`config.mk`:
```
export PLATFORM = sky130hd
export DESIGN_NAME = hnsu_front
export DESIGN_NICKNAME = d
export VERILOG_FILES = /design/src/design/hnsu_pkg.sv /design/src/design/hnsu_front.sv
export SDC_FILE = /design/constraint.sdc
export NUM_CORES = 1
export LEC_CHECK = 0
export BUFFER_PORTS_ARGS = -buffer_cell sky130_fd_sc_hd__buf_2
export CAP_MARGIN = 15
export CORE_MARGIN = 3
export CORE_UTILIZATION = 40
export CTS_CLUSTER_SIZE = 8
export DETAILED_ROUTE_END_ITERATION = 10
export PLACE_DENSITY = 0.73
export SLEW_MARGIN = 40
export SYNTH_ARGS = -nofsm -noshare
export SYNTH_HDL_FRONTEND = slang
export SYNTH_SLANG_ARGS = --single-unit
```
`constraint.sdc`:
```
create_clock -name clk -period 4.1 [get_ports clk]
set_clock_uncertainty 0.1 [all_clocks]
set_input_delay 0.41 -clock clk [delete_from_list [all_inputs] [get_ports clk]]
set_output_delay 0.41 -clock clk [all_outputs]
set_load 0.03 [all_outputs]
```
`src/design/hnsu_pkg.sv`:
```
// shared types and constants for the heightmap neighbour smoothing unit
// no dependencies
package hnsu_pkg;

    localparam int HEIGHT_BITS = 24;
    localparam int WEIGHT_BITS = 17;
    localparam int DIM_BITS    = 11;
    localparam int FRAC_BITS   = 16;

    localparam logic [WEIGHT_BITS-1:0] ONE_Q16 = WEIGHT_BITS'(1) << FRAC_BITS;

    // configuration register indexes
    localparam logic [1:0] CFG_REGION_WIDTH  = 2'd0;
    localparam logic [1:0] CFG_REGION_HEIGHT = 2'd1;
    localparam logic [1:0] CFG_BRUSH_MODE    = 2'd2;
    localparam logic [1:0] CFG_BLEND_FACTOR  = 2'd3;

    typedef struct packed {
        logic signed [HEIGHT_BITS-1:0] height_in;
        logic [WEIGHT_BITS-1:0]        weight_in;
        logic                          padding;
    } hnsu_in_t;

    typedef struct packed {
        logic signed [HEIGHT_BITS-1:0] smoothed_height;
        logic                          last_of_region;
    } hnsu_out_t;

    // which neighbours exist for a pixel, and what the item yields
    typedef struct packed {
        logic left;
        logic right;
        logic up;
        logic down;
        logic emit;
        logic last;
    } hnsu_flags_t;

endpackage

```
`src/design/hnsu_front.sv`:
```
// front end: accepts items, tracks column and row, classifies neighbours
// depends on hnsu_pkg
module hnsu_front import hnsu_pkg::*; #(
    parameter int MAX_WIDTH = 1024,
    localparam int COL_W = $clog2(MAX_WIDTH),
    localparam int EW = (COL_W + 1 > DIM_BITS) ? COL_W + 1 : DIM_BITS
) (
    input  logic                   clk,
    input  logic                   rst_n,
    input  logic [DIM_BITS-1:0]    region_width,
    input  logic [DIM_BITS-1:0]    region_height,
    input  logic                   in_valid,
    output logic                   in_stall,
    input  hnsu_in_t               in_data,
    input  logic                   q_full,
    output logic                   push,
    output hnsu_flags_t            push_flags,
    output logic [COL_W-1:0]       push_col,
    output logic signed [HEIGHT_BITS-1:0] push_sample,
    output logic [WEIGHT_BITS-1:0] push_weight
);

    logic [COL_W-1:0]    col_reg;
    logic [DIM_BITS-1:0] row_reg;
    logic [EW-1:0]       eff_w;
    logic [EW-1:0]       col_inc;
    logic [DIM_BITS-1:0] eff_h;
    logic                flush;
    logic                accept;
    logic                row_end;

    always_comb
    begin
        if (region_width == '0)
        begin
            eff_w = EW'(1);
        end
        else if (EW'(region_width) > EW'(MAX_WIDTH))
        begin
            eff_w = EW'(MAX_WIDTH);
        end
        else
        begin
            eff_w = EW'(region_width);
        end
    end

    assign eff_h    = (region_height == '0) ? DIM_BITS'(1) : region_height;
    assign col_inc  = EW'(col_reg) + EW'(1);
    assign row_end  = col_inc >= eff_w;
    assign flush    = row_reg >= eff_h;
    assign in_stall = q_full;
    assign accept   = in_valid && !in_stall;
    // early padding is swallowed without touching state
    assign push     = accept && !(in_data.padding && !flush);

    assign push_col    = col_reg;
    assign push_sample = in_data.height_in;
    assign push_weight = (in_data.weight_in > ONE_Q16) ? ONE_Q16 : in_data.weight_in;

    always_comb
    begin
        push_flags.left  = col_reg != '0;
        push_flags.right = !row_end;
        push_flags.up    = row_reg > DIM_BITS'(1);
        push_flags.down  = !flush;
        push_flags.emit  = row_reg != '0;
        push_flags.last  = flush && row_end;
    end

    always_ff @(posedge clk or negedge rst_n)
    begin
        if (!rst_n)
        begin
            col_reg <= '0;
            row_reg <= '0;
        end
        else if (push)
        begin
            if (row_end)
            begin
                col_reg <= '0;
                row_reg <= flush ? '0 : row_reg + DIM_BITS'(1);
            end
            else
            begin
                col_reg <= col_reg + COL_W'(1);
            end
        end
    end

endmodule

```
; Word-level counts from Yosys, hierarchy flattened
; Index checks and enable logic that the tools add are counted.
[totals]
reg_bits = 21
latch_bits = 0
ramBits = 0
romBits = 0
out_inout_bits = 59
n_memories = 0
[op_classes]
addsub = 3
n_mul = 0
n_div = 0
magnitude_cmp = 5
eq_ne = 0
shifts = 0
mux = 6
bitwise = 0
n_reduce_logical = 13
[ops]
columns = cell, count
row1 = two-way mux 11 bit, 4
row2 = greater-or-equal comparator 11 bit, 2
row3 = zero test 11 bit, 2
row4 = "greater-than comparator 17 bit, second input constant", 1
row5 = two-way mux 17 bit, 1
row6 = "adder 10 x 1 -> 11 bit, second input constant", 1
row7 = "adder 11 x 1 -> 11 bit, second input constant", 1
row8 = "greater-than comparator 11 x 1 -> 1 bit, second input constant", 1
row9 = "greater-than comparator 11 bit, second input constant", 1
row10 = nonzero test 11 bit, 1
row11 = "adder 10 x 1 -> 10 bit, second input constant", 1
row12 = two-way mux 10 bit, 1
row13 = nonzero test 10 bit, 1
row14 = logical AND 1 bit, 4
row15 = zero test 1 bit, 4
row16 = AND reduction 2 bit, 1

; Logic depth before layout (Yosys ltp)
; Gate-level depths: netlist of run 1.
[logic_depth]
word_depth = 8
ltp_mapped = 13

; Least setup slack after synthesis of run 1
; OpenSTA, ideal clock, no wires.
[synth_path]
path_kind = register -> output
from = register col_reg[0] (netlist: push_col[0])
to = output port push_flags[0] (netlist name)
arrival_ns = 2.841
required_ns = 3.590
path_slack_ns = 0.749
stages_incl_launch_ff = 11
n_path_buf = 0
cell_sequence = dfrtp_1 -> and3_1 -> nand3_1 -> or2_2 -> xnor2_1 -> ha_1 -> and3_1 -> and4_1 -> o21a_1 -> inv_2 -> nor2_1
[synth_lines]
columns = item, line_no
row1 = from (decl), hnsu_front.sv:23  ; logic [COL_W-1:0] col_reg;
row2 = from (signal assigned), hnsu_front.sv:87  ; col_reg <= col_reg + COL_W'(1);
row3 = to (decl), hnsu_front.sv:17  ; output hnsu_flags_t push_flags,

==> summary.md, run 1 <==
| Metric | Value |
|---|---|
| Net Sw Power | 0.386 mW |
| Cell count after synthesis | 279 |
| Area post-placement | between 0.002 and 0.003 sq mm |
| Register-to-Register Path Depth | 11 |
| Worst EP required | 3.59 ns |
| Yosys top cell by area | dfrtp_1 |
| Fin worst setup slack | 0.476 ns |
| Clock Latency Late Sink | 0.27 ns |
| Outcome | finished with violations |
| Top post-synthesis cells by count | 27 x ha_1, 25 x buf_4, 25 x nand2_1 |
| Critical path endpoint category | output pin |
| TritonCTS buffer count | 3 |
| Dpl cells | roughly 400 |
| Critical Path End | push_flags[0] |
| Combinational share of power | 49.9% |
| Startpoint types | flop |
| Detail Placement HPWL | ~4.6 mm |
| Core area | roughly 0.0053 sq mm |
| H-tree depth | 1 |
| Final WL | roughly 5.6 mm |
| Worst Setup SP | push_col[4] |
| Setup TNS | 0 ns |
| Post-CTS Setup Bufs | 0 |
| Pwr Density | 329 mW/mm^2 |
| Synth area leaders | dfrtp_1 23%, ha_1 15%, buf_4 8.3% |
| Vias | between 2000 and 2500 |
| Syn_area_per_cell | roughly 8.1 sq um |
| Max reg flops | 11 |
| Initial drt markers | between 100 and 150 |
| Worst R2R Setup Slack | approximately 0.9 ns |
| Number of cell rows | 26 |
| CP arrival | around 3.1 ns |
| Pre-CTS setup slack | between 0.7 and 0.8 ns |
| # diodes | 0 |
| YS warnings | 0 |
| Vias in the first global route | around 2000 |
| Final slew viol count | 0 |
| Vias per inst | around 5.3 |
| Commonest register cell after synthesis | dfrtp_1 |
| Setup violators final | 0 |
| Post-CTS Hold Buffers | 0 |
| Share of layout cells above drive strength 1 | between 20% and 30% |
| Slew margin rel. | roughly half |
| Synth top area share | between 20% and 30% |
| Initial Utilization | around 43% |
| WHS | -0.00219 ns |
| DR DRC count | 0 |
| Int Pwr | 0.466 mW |
| Max-cap violations | 0 |
| CTS Root Cell | clkbuf_8 |
| FF-to-FF Start | push_col[4] |
| Worst-path maximum fanout | 9 |
| #FFs+latches synth | 21 |
| TritonCTS clock tree | built |
| R2r endpoint | push_col[0] |
| Die ar. | roughly 0.0066 sq mm |
| Io pins | roughly 130 |
| Total track usage | 16.9% |
| Overflow after GRT | 0 |
| Synth Net Count | approximately 370 |
| Sw frac | 45.3% |
| Failing checks | negative hold slack |
| Layout Utilization | between 40% and 50% |
| Drt first pass iters | 4 |
| Nets | between 400 and 500 |
| Height of the die | a little over 80 microns |
| Hold WC Path Type | input port to asynchronous set/reset pin |
| Max rail drop VDD | just over 0.3 mV |
| RSZ-0062 raised after global routing | no |
| Ys async rst share | 100% |
| Maximum root-to-sink buffer count | 2 |
| CTS resizes | 0 |
| First-pass GRT wire length | about 9.0 mm |
| CTS Sinks | 21 |
| Die width | ~81 microns |
| Seq pwr share | 33.7% |
| Largest net degree at the start of global routing | 22 |
| Crit share post-route | between 80% and 90% |
| GP Congestion | 0.846 |
| Syn Std Cell Area | 0.00227 sq mm |
| Final Cell Area | between 0.002 and 0.003 sq mm |
| Crit path kind | flop to output pin |
| P&R area growth vs syn | 14.1% |
| Sequential element share of the synthesized area | 23.2% |
| Final ANT Viol Nets | 0 |
| Leakage | about 1.4 nW |
| Tot Pwr | between 0.8 and 0.9 mW |
| Clock transition at path regs | roughly 0.08 ns |
| Fillers | roughly 530 |
| Most frequent cell after synthesis | ha_1 |
| Initial antenna violation count | 0 |
| Finished Layout Cells | between 400 and 500 |
| Worst-margin pin slew | around 0.75 ns |
| Post-synth EDFFs | 0 |
| DR WL/cell | about 14 microns |
| Final Hold Fails | 6 |
| Clk pwr share | 16.4% |
| Unique cell type count in the Yosys netlist | 52 |
| Port Buf Inserts | 78 |
| Fmax | 276 MHz |
| Minimum clock period after layout | around 3.6 ns |
-- power groups by stage --
stage	Clock (mW)	Combinational (mW)	Sequential, mW
2_1_floorplan	0	0.308	0.320
3_3_place_gp	0	0.423	0.286
3_5_place_dp	0	0.426	0.290
4_1_cts	0.145	0.430	0.286
5_1_grt	0.159	0.478	0.294
6_report	0.139	0.426	0.287
-- critical path, cell delays in order (launching register included) --
cell and delay, ns:
dfrtp_1 0.45, and3_1 0.18, nand3_1 0.17, nor2_1 0.14, and3_1 0.17, xor2_1 0.20
ha_1 0.28, a2111oi_0 0.44, nand3_1 0.15, o21a_1 0.26, inv_2 0.16, nor2_1 0.07
buf_2 0.17
-- kinds of logic (layout without fill, tap and decap cells) --
family,after synthesis,after routing,synth area share [%]
AO/OA/AOI/OAI,58,58,18.8
buffers and inverters,54,107,13.5
AND/OR/NAND/NOR,108,108,25.2
XOR/XNOR,8,8,3.09
flip-flops,21,21,23.2
adder cells (fa/ha/maj),27,27,14.9
multiplexers,3,3,1.43
-- layout make-up --
cell class / instances / area [sq um] / area share [%]
well taps: 70 / 87.6 / 3.38
flip-flops and latches: 21 / 526 / 20.3
repair buffers: 80 / 405 / 15.7
inverters: 23 / 86.3 / 3.33
multi-input cells: 204 / 1440 / 55.5
clock buffers: 3 / 41.3 / 1.59
clock inverters: 1 / 5.00 / 0.193
-- cells in the final DEF (no fill, tap or decap), drive strengths merged, types with 4 or more instances in the layout --
cell,count
nand4,5
nor2b,19
a21oi,6
and3,5
o21bai,4
xnor2,4
xor2,4
dfrtp,21
a22o,8
nor4,11
buf,80
nand2,25
ha,27
o21ai,12
o31ai,4
nand3,9
a21o,6
inv,22
nor2,20
-- metal layers --
layer	part of all wire (%)	track usage, %	wire length (microns)	up-vias
li1	-	-	-	1082
met1	44	21.1	2480	983
met2	49	29.2	2760	66
met3	5.2	3.22	294	12
met4	1.8	5.24	103	0
met5	0	0	0	-
-- how the worst min path moves through the flow --
stage / startpoint / end / slack (ns)
2_1_floorplan: rst_n / push_col[0] / 0.01
3_3_place_gp: rst_n / push_col[0] / 0.29
3_5_place_dp: rst_n / push_col[0] / 0.31
4_1_cts: rst_n / push_col[9] / 0.01
5_1_grt: rst_n / push_col[9] / 0.02
6_report: rst_n / push_col[0] / -0.002
No activity file was read; power rests on OpenSTA's default activity.
==> run 2: changes to the inputs <==
--- a/config.mk
+++ b/config.mk
@@ -11,6 +11,7 @@
 export CORE_UTILIZATION = 40
 export CTS_CLUSTER_SIZE = 8
 export DETAILED_ROUTE_END_ITERATION = 10
+export MAX_ROUTING_LAYER = met4
 export PLACE_DENSITY = 0.73
 export SLEW_MARGIN = 40
 export SYNTH_ARGS = -nofsm -noshare
==> constraint.sdc (replaced) <==
create_clock -name clk -period 4.1 [get_ports clk]
set_clock_uncertainty 0.1 [all_clocks]
set_input_delay 0.615 -clock clk [delete_from_list [all_inputs] [get_ports clk]]
set_output_delay 0.615 -clock clk [all_outputs]
set_load 0.03 [all_outputs]
==> run 2 against run 1 <==
Against the previous run: the run now ends clean; critical endpoint unchanged; worst hold slack improved by 0.19 ns; via count increased by 0.19%; power about the same; clock power about the same; flip-flop and latch count unchanged; non-clock buffer count unchanged; global-route usage increased by 1.2 points; critical path depth unchanged.
==> summary.md, run 2 (same netlist as run 1, synthesis figures left out) <==
| Metric | Value |
|---|---|
| Outcome | complete, no violations |
| Finished Layout Cells | between 400 and 500 |
| Tot Pwr | ~0.85 mW |
| Number of cell rows | 26 |
| Max stage delay cell, worst path | dfrtp_1 |
| Max reg flops | 11 |
| Nets | ~430 |
| Detail Placement HPWL | about 4.6 mm |
| CP top delay family | simple AND/OR/NAND/NOR gates |
| Setup TNS | 0 ns |
| Post-CTS Setup Bufs | 0 |
| Pwr Density | 328 mW/mm^2 |
| Startpoint types | flop |
| Fmax | about 260 MHz |
| Post-CTS Hold Buffers | 0 |
| Final slew viol count | 0 |
| Crit share post-route | between 90% and 100% |
| Drt first pass iters | 4 |
| Initial antenna violation count | 0 |
| CTS Sinks | 21 |
| Critical path endpoint category | output pin |
| RSZ-0062 raised after global routing | no |
| Slew margin rel. | 68.3% |
| Port Buf Inserts | between 70 and 80 |
| Register-to-Register Path Depth | 11 |
| Die ar. | 0.00661 sq mm |
| Worst-margin pin slew | 0.475 ns |
| Most frequent cells in the layout | 78 x buf_2, 27 x ha_1, 25 x nand2_1 |
| Crit path kind | flop to output pin |
| Clock transition at path regs | around 0.08 ns |
| H-tree depth | 1 |
| Final ANT Viol Nets | 0 |
| Critical Path End | push_flags[0] |
| Final Hold Fails | 0 |
| Core area | around 0.0053 sq mm |
| Fillers | roughly 510 |
| Die width | a little over 80 microns |
| Worst EP required | 3.38 ns |
| Hold WC Path Type | input port to asynchronous set/reset pin |
| CP bufs+invs | 2 |
| CTS resizes | 0 |
| Overflow after GRT | 0 |
| Clock Latency Late Sink | approximately 0.27 ns |
| # diodes | 0 |
| Vias in the first global route | around 2100 |
| Maximum root-to-sink buffer count | 2 |
| DR WL/cell | about 14 microns |
| Worst R2R Setup Slack | about 0.93 ns |
| P&R area growth vs syn | 14.6% |
| Critical-path cell list | and3_1, nand3_1, nor2_1, and3_1, xor2_1, ha_1, a2111oi_1, nand3_1, o21a_1, inv_2, nor2_1, buf_2 |
| Minimum clock period after layout | 3.82 ns |
| CTS Root Cell | clkbuf_8 |
| R2r endpoint | push_col[2] |
| Dpl cells | between 300 and 400 |
| Initial Utilization | approximately 43% |
| Crit path depth | 12 |
| Commonest non-fill, non-tap cell in the layout | buf_2 |
| Final WL | 5.68 mm |
| Max rail drop VDD | between 0.3 and 0.4 mV |
| TritonCTS clock tree | built |
| Largest net degree at the start of global routing | 22 |
| Vias | approximately 2100 |
| Io pins | roughly 130 |
| Critical Path Max Stage Delay | roughly 0.45 ns |
| Share of layout cells above drive strength 1 | 28.9% |
| Leakage | 1.38 nW |
| Worst-path maximum fanout | 9 |
| TritonCTS buffer count | 3 |
| FF-to-FF Start | push_col[4] |
| CP arrival | slightly above 3 ns |
| Height of the die | around 80 microns |
| Worst Setup SP | push_col[4] |
| Layout Utilization | 49.0% |
| DR DRC count | 0 |
| Setup violators final | 0 |
| First-pass GRT wire length | a little over 9 mm |
| Vias per inst | roughly 5.3 |
| GP Congestion | between 0.8 and 0.9 |
| Max-cap violations | 0 |
| Total track usage | 18.1% |
| Initial drt markers | around 160 |
==> run 2: cell count changes in the layout (fill, tap and decap cells not counted) <==
cell	previous run	this run
a41oi_2	0	1
a2111oi_0	1	0
a2111oi_1	0	1
a41oi_1	1	0
nor2_2	0	1
nor2_1	20	19
==> run 2: layer usage <==
| metal | global-route usage (%) | part of all wire [%] |
|---|---|---|
| met1 | 22.1 | 44 |
| met5 | - | 0 |
| met3 | 3.33 | 5.0 |
| met4 | 6.76 | 1.9 |
| met2 | 29.6 | 49 |
==> run 2: through the flow <==
step / worst slack, ns / hold WS, ns / cell area (sq um)
floorplan: 0.544 / 0.219 / 2270
global placement: 0.678 / 0.458 / 2540
detailed placement: 0.550 / 0.463 / 2540
CTS: 0.243 / 0.200 / 2590
global route: 0.0462 / 0.221 / 2600
finish: 0.281 / 0.192 / 2600
==> run 2: worst register-to-register path: stages, from the launching register on <==
cell and delay (ns):
dfrtp_1 0.45, and3_1 0.18, nand3_1 0.18, nor2_1 0.15, and3_1 0.17, xor2_1 0.21, ha_1 0.28, a2111oi_1 0.41
nand3_1 0.14, o21a_1 0.26, nor2_1 0.35, a22o_1 0.23
==> run 2: report_power, final <==
group	internal (mW)	switching, mW	total (mW)
clock network	0.0679	0.0730	0.141
logic	0.161	0.264	0.424
registers	0.237	0.0503	0.287
total	0.465	0.387	0.852
==> run 2: layout make-up <==
type	instances	area (sq um)	share of cell area, %
clock inverter	1	5.00	0.192
sequential	21	526	20.2
timing repair buffer	80	405	15.6
tap	70	87.6	3.37
inverter	23	86.3	3.32
clock buffer	3	41.3	1.59
multi-input combinational	204	1450	55.7
==> run 2: how the worst min path moves through the flow <==
stage / startpoint / end / cells past startpoint
2_1_floorplan: rst_n / push_col[0] / 0
3_5_place_dp: push_col[1] / push_col[1] / 2
3_3_place_gp: push_col[1] / push_col[1] / 2
5_1_grt: rst_n / push_col[8] / 1
6_report: rst_n / push_col[5] / 1
4_1_cts: rst_n / row_reg[8] / 1
==> run 3: changes to the inputs <==
--- a/config.mk
+++ b/config.mk
@@ -5,6 +5,7 @@
 export SDC_FILE = /design/constraint.sdc
 export NUM_CORES = 1
 export LEC_CHECK = 0
+export ABC_AREA = 1
 export BUFFER_PORTS_ARGS = -buffer_cell sky130_fd_sc_hd__buf_2
 export CAP_MARGIN = 15
 export CORE_MARGIN = 3
@@ -12,7 +13,7 @@
 export CTS_CLUSTER_SIZE = 8
 export DETAILED_ROUTE_END_ITERATION = 10
 export MAX_ROUTING_LAYER = met4
-export PLACE_DENSITY = 0.73
+export PLACE_DENSITY = 0.71
 export SLEW_MARGIN = 40
 export SYNTH_ARGS = -nofsm -noshare
 export SYNTH_HDL_FRONTEND = slang
==> run 3 against run 2 <==
Against the previous run: sequential power shrank 4%; area after synthesis grew 11%; power shrank 0.36%; critical path type unchanged; global-route usage shrank 1.8 points; routed wire length grew 1.1%; sequential share of layout area shrank 1.5 points; register-to-register slack gained 0.20 ns; maximum frequency grew 8.4%; core utilization shrank 2.4 points; combinational power grew 4%.
==> summary.md, run 3 <==
| Metric | Value |
|---|---|
| Outcome | complete, no violations |
| Commonest non-fill, non-tap cell in the layout | nand2_1 |
| Clock Latency Late Sink | roughly 0.26 ns |
| DR DRC count | 0 |
| Synth top area share | between 20% and 30% |
| Mux cell area share after synthesis | 0% |
| Cell count after synthesis | about 400 |
| Setup violators final | 0 |
| Syn_area_per_cell | about 6.4 sq um |
| Most frequent cell after synthesis | nand2_1 |
| Layout Utilization | between 40% and 50% |
| Share of layout cells above drive strength 1 | 21.3% |
| Syn Std Cell Area | ~0.0025 sq mm |
| Top sig layer | met4 |
| Post-CTS Hold Buffers | 0 |
| Leakage | ~1.7 nW |
| Simple-Gate Fraction of Synth Area | a little over a third |
| Most frequent cells in the layout | 107 x nand2_1, 78 x buf_2, 66 x inv_1 |
| Overflow after GRT | 0 |
| CTS resizes | 0 |
| Final ANT Viol Nets | 0 |
| Wl on met1 | roughly 2.7 mm |
| Initial Utilization | 42.0% |
| Final Hold Fails | 0 |
| Pwr Density | 302 mW/mm^2 |
| Register-to-Register Path Depth | 16 |
| Met2 routed WL | 2.75 mm |
| Fmax | roughly 280 MHz |
| Met3 routed wirelength | about 270 microns |
| Max reg flops | 11 |
| First-pass GRT wire length | 9.67 mm |
| Fillers | ~630 |
| Sequential element share of the synthesized area | between 20% and 30% |
| Vias in the first global route | 2259 |
| CTS Root Cell | clkbuf_8 |
| Hold WC Path Type | input port to asynchronous set/reset pin |
| CTS Sinks | 21 |
| YS warnings | 0 |
| H-tree depth | 1 |
| CP arrival | approximately 2.8 ns |
| Register area | 526 sq um |
| Final WL | between 5 and 6 mm |
| Clock transition at path regs | roughly 0.08 ns |
| Final slew viol count | 0 |
| Initial antenna violation count | 0 |
| Crit share post-route | 85.9% |
| Post-CTS Setup Bufs | 0 |
| # diodes | 0 |
| #FFs+latches synth | 21 |
| TritonCTS clock tree | built |
| Io pins | about 130 |
| GP Congestion | between 0.9 and 1 |
| Drt first pass iters | 4 |
| Number of cell rows | 28 |
| Crit path kind | flop to output pin |
| WHS | just under 0.2 ns |
| RSZ-0062 raised after global routing | no |
| Tot Pwr | between 0.8 and 0.9 mW |
| Unique cell type count in the Yosys netlist | 28 |
| Slew margin rel. | around two thirds |
| Initial drt markers | just over 90 |
| Largest net degree at the start of global routing | 22 |
| Setup TNS | 0 ns |
| Post-synth EDFFs | 0 |
| DR WL/cell | approximately 11 microns |
| Synth area leaders | dfrtp_1 21%, nand2_1 16%, ha_1 13% |
| Nets | around 540 |
| Worst-margin pin slew | slightly below 0.5 ns |
| Maximum root-to-sink buffer count | 2 |
| Worst EP required | approximately 3.4 ns |
| Synth Area in XOR/XNOR | 4.50% |
| Synth Net Count | between 400 and 500 |
| Minimum clock period after layout | between 3 and 4 ns |
| Max rail drop VDD | about 0.22 mV |
| TritonCTS buffer count | 3 |
| Synth Area in Compound Gates | under 10% |
| Core area | about 0.0060 sq mm |
| Worst-path maximum fanout | 5 |
| Top post-synthesis cells by count | 107 x nand2_1, 66 x inv_1, 50 x nor2_1 |
| Total track usage | 16.3% |
| Detail Placement HPWL | 4.78 mm |
| P&R area growth vs syn | 11.2% |
| Critical path endpoint category | output pin |
| Adder-Cell Fraction of Synth Area | 13.4% |
| Finished Layout Cells | 520 |
| Vias per inst | between 4 and 5 |
| Max-cap violations | 0 |
| Height of the die | about 86 microns |
| Die width | 85.5 microns |
| Die ar. | between 0.007 and 0.008 sq mm |
| Dpl cells | 516 |
| Port Buf Inserts | 78 |
| Commonest register cell after synthesis | dfrtp_1 |
| Yosys top cell by area | dfrtp_1 |
| Multi-input gate area | about 0.0015 sq mm |
| Startpoint types | flop |
| Ys async rst share | 100% |
| Combinational family with the most area after synthesis | simple AND/OR/NAND/NOR gates |
| Vias | 2503 |
run 3: changes by cell type in the layout (fill, tap and decap cells not counted), sizes merged, moves of 5 or more:
cell	before	now
and3	5	0
nand4	5	19
nor3	2	8
nor2b	19	0
nor4	11	5
nor2	20	52
inv	22	66
a21o	6	0
nand3	9	16
nand2	25	109
xor2	4	9
a22o	8	0
run 3: cell type report:
cell class	count	area share (%)
multi-input combinational	273	52.9
sequential	21	18.7
timing repair buffer	81	14.7
inverter	66	8.81
tap	75	3.34
clock buffer	4	1.60
run 3: layer usage:
layer	GRT usage (%)	vias to the layer above
met5	-	-
met2	27.5	58
met3	1.63	12
met1	20.7	1119
met4	4.89	0
li1	-	1314
run 3: path summary, 6_finish.rpt:
check	to	start	slack, ns
setup / recovery	push_flags[0]	push_col[0]	0.58
hold / removal	push_col[2]	rst_n	0.20
setup reg to reg	row_reg[5]	push_col[0]	1.13
hold reg to reg	row_reg[10]	row_reg[10]	0.47
max in group asynchronous	push_col[1]	rst_n	3.39
min in group clk	row_reg[10]	row_reg[10]	0.47
run 3: power by group:
group	switching, mW	internal [mW]
clock network	0.0651	0.0691
logic	0.290	0.150
registers	0.0447	0.231
run 3: logic make-up (layout without fill, tap and decap cells):
| kind of cell | after synthesis | after routing |
|---|---|---|
| compound gates | 21 | 21 |
| xor+xnor | 13 | 13 |
| fa+ha+maj | 27 | 27 |
| buf+inv | 103 | 151 |
| flops | 21 | 21 |
| simple gates | 212 | 212 |
run 3: metrics by stage:
stage / cell area (sq um) / worst slack (ns)
after global routing: 2810 / 0.312
after CTS: 2810 / 0.571
after detailed placement: 2770 / 0.658
final: 2810 / 0.577
after global placement: 2770 / 0.719
after floorplan: 2530 / 0.740
run 3: worst max-delay path, cell delays in order (launching register included):
cell	delay [ns]
dfrtp_1	0.43
ha_1	0.21
nand3_1	0.11
nor2_1	0.20
nand2_1	0.09
xor2_1	0.13
inv_1	0.08
ha_1	0.31
nand2_1	0.08
inv_1	0.04
nand2_1	0.07
nand2_1	0.06
nand2_1	0.07
o21ai_2	0.06
nor2_1	0.31
nor2_1	0.09
buf_2	0.19
